<file path="src/sv/ssds_pkg.sv">
`timescale 1ns / 1ps
// ---------------------------------------------------------------------------
// ssds_pkg
// Constants shared by the sorted stream statistics unit.
// ---------------------------------------------------------------------------
package ssds_pkg;
	localparam int MAX_COUNT  = 4096;
	localparam int ADDR_BITS  = $clog2(MAX_COUNT);
	localparam int CNT_BITS   = ADDR_BITS + 1;
	localparam int VALUE_BITS = 16;
	localparam int FRAC_BITS  = 8;
	localparam int SUM_BITS   = 28;
	localparam int RECIP_SHIFT = 40;

	localparam logic [1:0] ST_OK       = 2'd0;
	localparam logic [1:0] ST_FEW      = 2'd1;
	localparam logic [1:0] ST_UNSORTED = 2'd2;
	localparam logic [1:0] ST_OVERFLOW = 2'd3;
endpackage

</file>
<file path="src/sv/ssds_divider.sv">
`timescale 1ns / 1ps
// ---------------------------------------------------------------------------
// ssds_divider
// Restoring divider, one quotient bit per cycle: q = floor(num / den).
// ---------------------------------------------------------------------------
module ssds_divider
	import ssds_pkg::*;
(
	input  logic        clk,
	input  logic        arst_n,
	input  logic        go,
	input  logic [95:0] num,
	input  logic [63:0] den,
	output logic        done,
	output logic [95:0] quot
);
	logic [95:0] q_q;
	logic [64:0] r_q;
	logic [63:0] d_q;
	logic [6:0]  cnt_q;
	logic        run_q;
	logic [64:0] r_sh;

	assign r_sh = {r_q[63:0], q_q[95]};

	always_ff @(posedge clk or negedge arst_n) begin
		if (!arst_n) begin
			run_q <= 1'b0;
			cnt_q <= '0;
			done  <= 1'b0;
		end else begin
			done <= 1'b0;
			if (go) begin
				run_q <= 1'b1;
				cnt_q <= 7'd96;
			end else if (run_q) begin
				cnt_q <= cnt_q - 7'd1;
				if (cnt_q == 7'd1) begin
					run_q <= 1'b0;
					done  <= 1'b1;
				end
			end
		end
	end

	always_ff @(posedge clk) begin
		if (go) begin
			q_q <= num;
			r_q <= '0;
			d_q <= den;
		end else if (run_q) begin
			if (r_sh >= {1'b0, d_q}) begin
				r_q <= r_sh - {1'b0, d_q};
				q_q <= {q_q[94:0], 1'b1};
			end else begin
				r_q <= r_sh;
				q_q <= {q_q[94:0], 1'b0};
			end
		end
	end

	assign quot = q_q;
endmodule

</file>
<file path="config.mk">
export PLATFORM = sky130hd
export DESIGN_NAME = ssds_divider
export DESIGN_NICKNAME = d
export VERILOG_FILES = /design/src/sv/ssds_pkg.sv /design/src/sv/ssds_divider.sv
export SDC_FILE = /design/constraint.sdc
export NUM_CORES = 1
export LEC_CHECK = 0
export BUFFER_PORTS_ARGS = -buffer_cell sky130_fd_sc_hd__buf_2
export CELL_PAD_IN_SITES_DETAIL_PLACEMENT = 0
export CELL_PAD_IN_SITES_GLOBAL_PLACEMENT = 1
export CORE_ASPECT_RATIO = 1.5
export CORE_MARGIN = 3
export CORE_UTILIZATION = 40
export CTS_CLUSTER_DIAMETER = 200
export DETAILED_ROUTE_END_ITERATION = 10
export PLACE_DENSITY = 0.84
export SYNTH_ARGS = -nofsm -noshare
export SYNTH_HDL_FRONTEND = slang
export SYNTH_SLANG_ARGS = --single-unit
</file>
<file path="constraint.sdc">
create_clock -name clk -period 4 [get_ports clk]
set_input_delay 0 -clock clk [delete_from_list [all_inputs] [get_ports clk]]
set_output_delay 0 -clock clk [all_outputs]
set_load 0.005 [all_outputs]
</file>
==> flow_summary.json <==
{
  "status": "complete, no violations",
  "arrival_ns": 4.03,
  "layout_common_cells": "buf_2, dlygate4sd3_1, edfxtp_1",
  "grt_pass1_wl_um": 62100,
  "hold_viol": 0,
  "syn_nets": 1495,
  "p_clk_share_pct": 24.5,
  "grt_overflow": 0,
  "synth_edf_count": 160,
  "clk_pin_slew_ns": 0.07,
  "antenna_left": 0,
  "p_leak_nw": 7.56,
  "gp_congestion": 0.916,
  "wl_per_cell_um": 18.7,
  "syn_area_per_cell_um2": 10.4,
  "start_util_pct": 40.9,
  "sequentialPowerShare_pct": 35.5,
  "post-route-period-util_pct": 93.4,
  "finClkSkew_ns": 0.0116,
  "drtIter0Drc": 601,
  "clockBufferDepth": 3,
  "synthDistinctLibCells": 68,
  "slew_violations": 0,
  "required_ns": 4.29,
  "hold_path.class": "in -> reg",
  "reg2reg_slack_ns": 0.27,
  "nNetsFinal": 1895,
  "core_um2": 32100,
  "reg2reg_to": "quot[0]",
  "wl_um": 39200,
  "timing.hold.worst.start": "den[36]",
  "synth-seq-area-share_pct": 48.0,
  "setup_viol": 0,
  "final_area_um2": 17300,
  "fp-row-count": 80,
  "setup_tns_ns": 0,
  "drc": 0,
  "antennaDiodeCount": 0,
  "slew_headroom_pct": 32.6,
  "layout_commonest_cell": "buf_2",
  "post-dp-hpwl_um": 27100,
  "io_pins": 260,
  "period_needed_ns": 3.73,
  "worstSetupPathType": "reg -> reg",
  "synthArstFlopShare_pct": 3.86,
  "firstDrtPassIters": 5,
  "worstMarginPinSlew_ns": 1.01,
  "track_usage_pct": 21.5,
  "drv_cap": 0,
  "grt_pass1_vias": 11800,
  "cts_resized": 0,
  "worstSetupStartpointType": "flop",
  "syn_inst": 1265,
  "ir_drop_mv": 0.388,
  "grt_max_degree": 69,
  "max_freq_ghz": 0.268,
  "p_switching_mw": 3.40,
  "htreeDepth": 1,
  "power.internal_mw": 5.92,
  "cellPowerDensity_nw_per_um2": 540,
  "reg2reg_depth": 12,
  "placed_cell_area_um2": 14800,
  "syn_to_final_growth_pct": 31.4,
  "clock-sinks": 233,
  "layout-drive-gt1-share_pct": 24.8,
  "yosys_warnings": 0,
  "crit_path_max_fanout": 46,
  "cts_tree": "yes",
  "hold_end": "d_q[36]",
  "rsz0062_at_grt": "false",
  "io_buffers": 259,
  "die_y_um": 228,
  "p_sw_share_pct": 36.5,
  "clock_latency_ns": 0.55,
  "cp-end-kind": "flop",
  "combPwrFrac_pct": 40.0,
  "vias_per_cell": 5.41,
  "cts-root-buf": "clkbuf_16",
  "reg2reg_from": "d_q[1]",
  "fillCellCount": 2769,
  "die_x_um": 154,
  "min_path_cells": 2,
  "numCtsBuffers": 24,
  "netlist_area_um2": 13100,
  "dieArea_um2": 35100,
  "synth_ff_type": "edfxtp_1",
  "vias": 11300,
  "antenna_found_initial": 1,
  "synth_seq_cells": 233
}
-- cell usage after synthesis (3+ instances only) --
library cell  count  area share (%)
nand2b_1         11            0.52
a211o_1           3            0.20
ha_1             66             6.3
o21ai_0          55             2.1
o21a_1            8            0.46
and2_1            3            0.14
a22oi_1           9            0.51
inv_1            81             2.3
dfxtp_1          64             9.7
buf_2             7            0.27
dfrtp_1           9             1.7
and3_1           18            0.86
a21boi_0          3            0.17
nand3_1          12            0.46
a32oi_1           3            0.20
a31oi_1          16            0.76
nand4_1          13            0.62
buf_4             5            0.29
nor2_1          122             3.5
xor2_1           21             1.4
nor4_1            7            0.33
edfxtp_1        160              37
o211ai_1          4            0.23
o21bai_1         11            0.63
xnor2_1          38             2.5
a21oi_1         113             4.3
o211a_1           3            0.23
nor2b_1          11            0.52
or3_1             4            0.19
a21o_1           36             2.1
nor3b_1           3            0.17
a211oi_1         48             2.7
o31ai_1           5            0.29
clkbuf_1         49             1.4
nor3_1           18            0.69
mux2i_1          15             1.1
and4_1            4            0.27
mux2_2           97             8.3
nand2_1          68             1.9
-- cells by family (layout without fill, tap and decap cells) --
group,Yosys count,after routing,synth area share [%]
XOR/XNOR,59,59,3.93
buffers and inverters,145,563,4.47
adder cells (fa/ha/maj),67,67,6.44
AND/OR/NAND/NOR,303,303,10.7
AO/OA/AOI/OAI,346,346,17.0
flip-flops,233,233,48.0
multiplexers,112,112,9.45
-- sequential cells by signal, summed over array words and instances (netlist names) --
register  cells
done          1
cnt_q         7
run_q         1
r_q          64
quot         96
d_q          64
-- through the flow --
step	utilization, %	setup WS [ns]	instances	hold WS [ns]	total power [mW]
after floorplan	-	0.878	1265	-0.296	5.91
after global placement	46.1	0.629	1885	-0.141	6.84
after detailed placement	46.1	0.545	1885	-0.138	6.88
after CTS	53.7	0.282	2093	0.139	9.35
after global routing	53.7	0.0886	2093	0.163	9.92
final	53.7	0.265	2093	0.173	9.32
-- how the worst max path moves through the flow --
| stage | from | end |
|---|---|---|
| 2_1_floorplan | run_q | quot[0] |
| 3_3_place_gp | d_q[1] | r_q[12] |
| 3_5_place_dp | d_q[1] | r_q[13] |
| 4_1_cts | d_q[1] | quot[0] |
| 5_1_grt | d_q[28] | quot[0] |
| 6_report | d_q[1] | quot[0] |
-- worst max-delay path: stages, from the launching register on --
cell,delay (ns)
edfxtp_1,0.41
inv_1,0.08
ha_1,0.23
nor2b_1,0.15
o31a_1,0.28
o31ai_2,0.28
a211o_1,0.22
a21oi_1,0.08
a211o_1,0.34
a221oi_4,0.45
buf_12,0.30
mux2i_1,0.10
dlygate4sd3_1,0.57
-- cell type report --
class                   instances  area (um^2)  area share (%)
clock buffers                  31          647            3.75
clock inverters                13          149           0.862
inverters                      81          305            1.77
multi-input cells             887         6250            36.2
flip-flops and latches        233         6310            36.6
well taps                     410          513            2.97
repair buffers                438         3080            17.9
-- routing by layer --
| layer | up-vias | wire [um] | global-route usage, % |
|---|---|---|---|
| met5 | - | 13 | 0 |
| met4 | 2 | 1830 | 9.94 |
| met3 | 120 | 2020 | 4.10 |
| met2 | 362 | 20000 | 38.3 |
| met1 | 5375 | 15300 | 24.8 |
| li1 | 5462 | - | - |
-- power groups by stage --
stage | clock network (mW) | logic (mW) | registers [mW]
floorplan | 0 | 2.63 | 3.27
global placement | 0 | 3.51 | 3.33
detailed placement | 0 | 3.54 | 3.34
CTS | 2.35 | 3.70 | 3.30
global route | 2.44 | 4.13 | 3.36
finish | 2.28 | 3.73 | 3.31
-- timing repair --
item	4_1_cts	5_1_grt
setup buffers	0	0
hold buffers	164	0
endpoints found under the hold margin	201	0
Power figures use the tool's default switching activity.
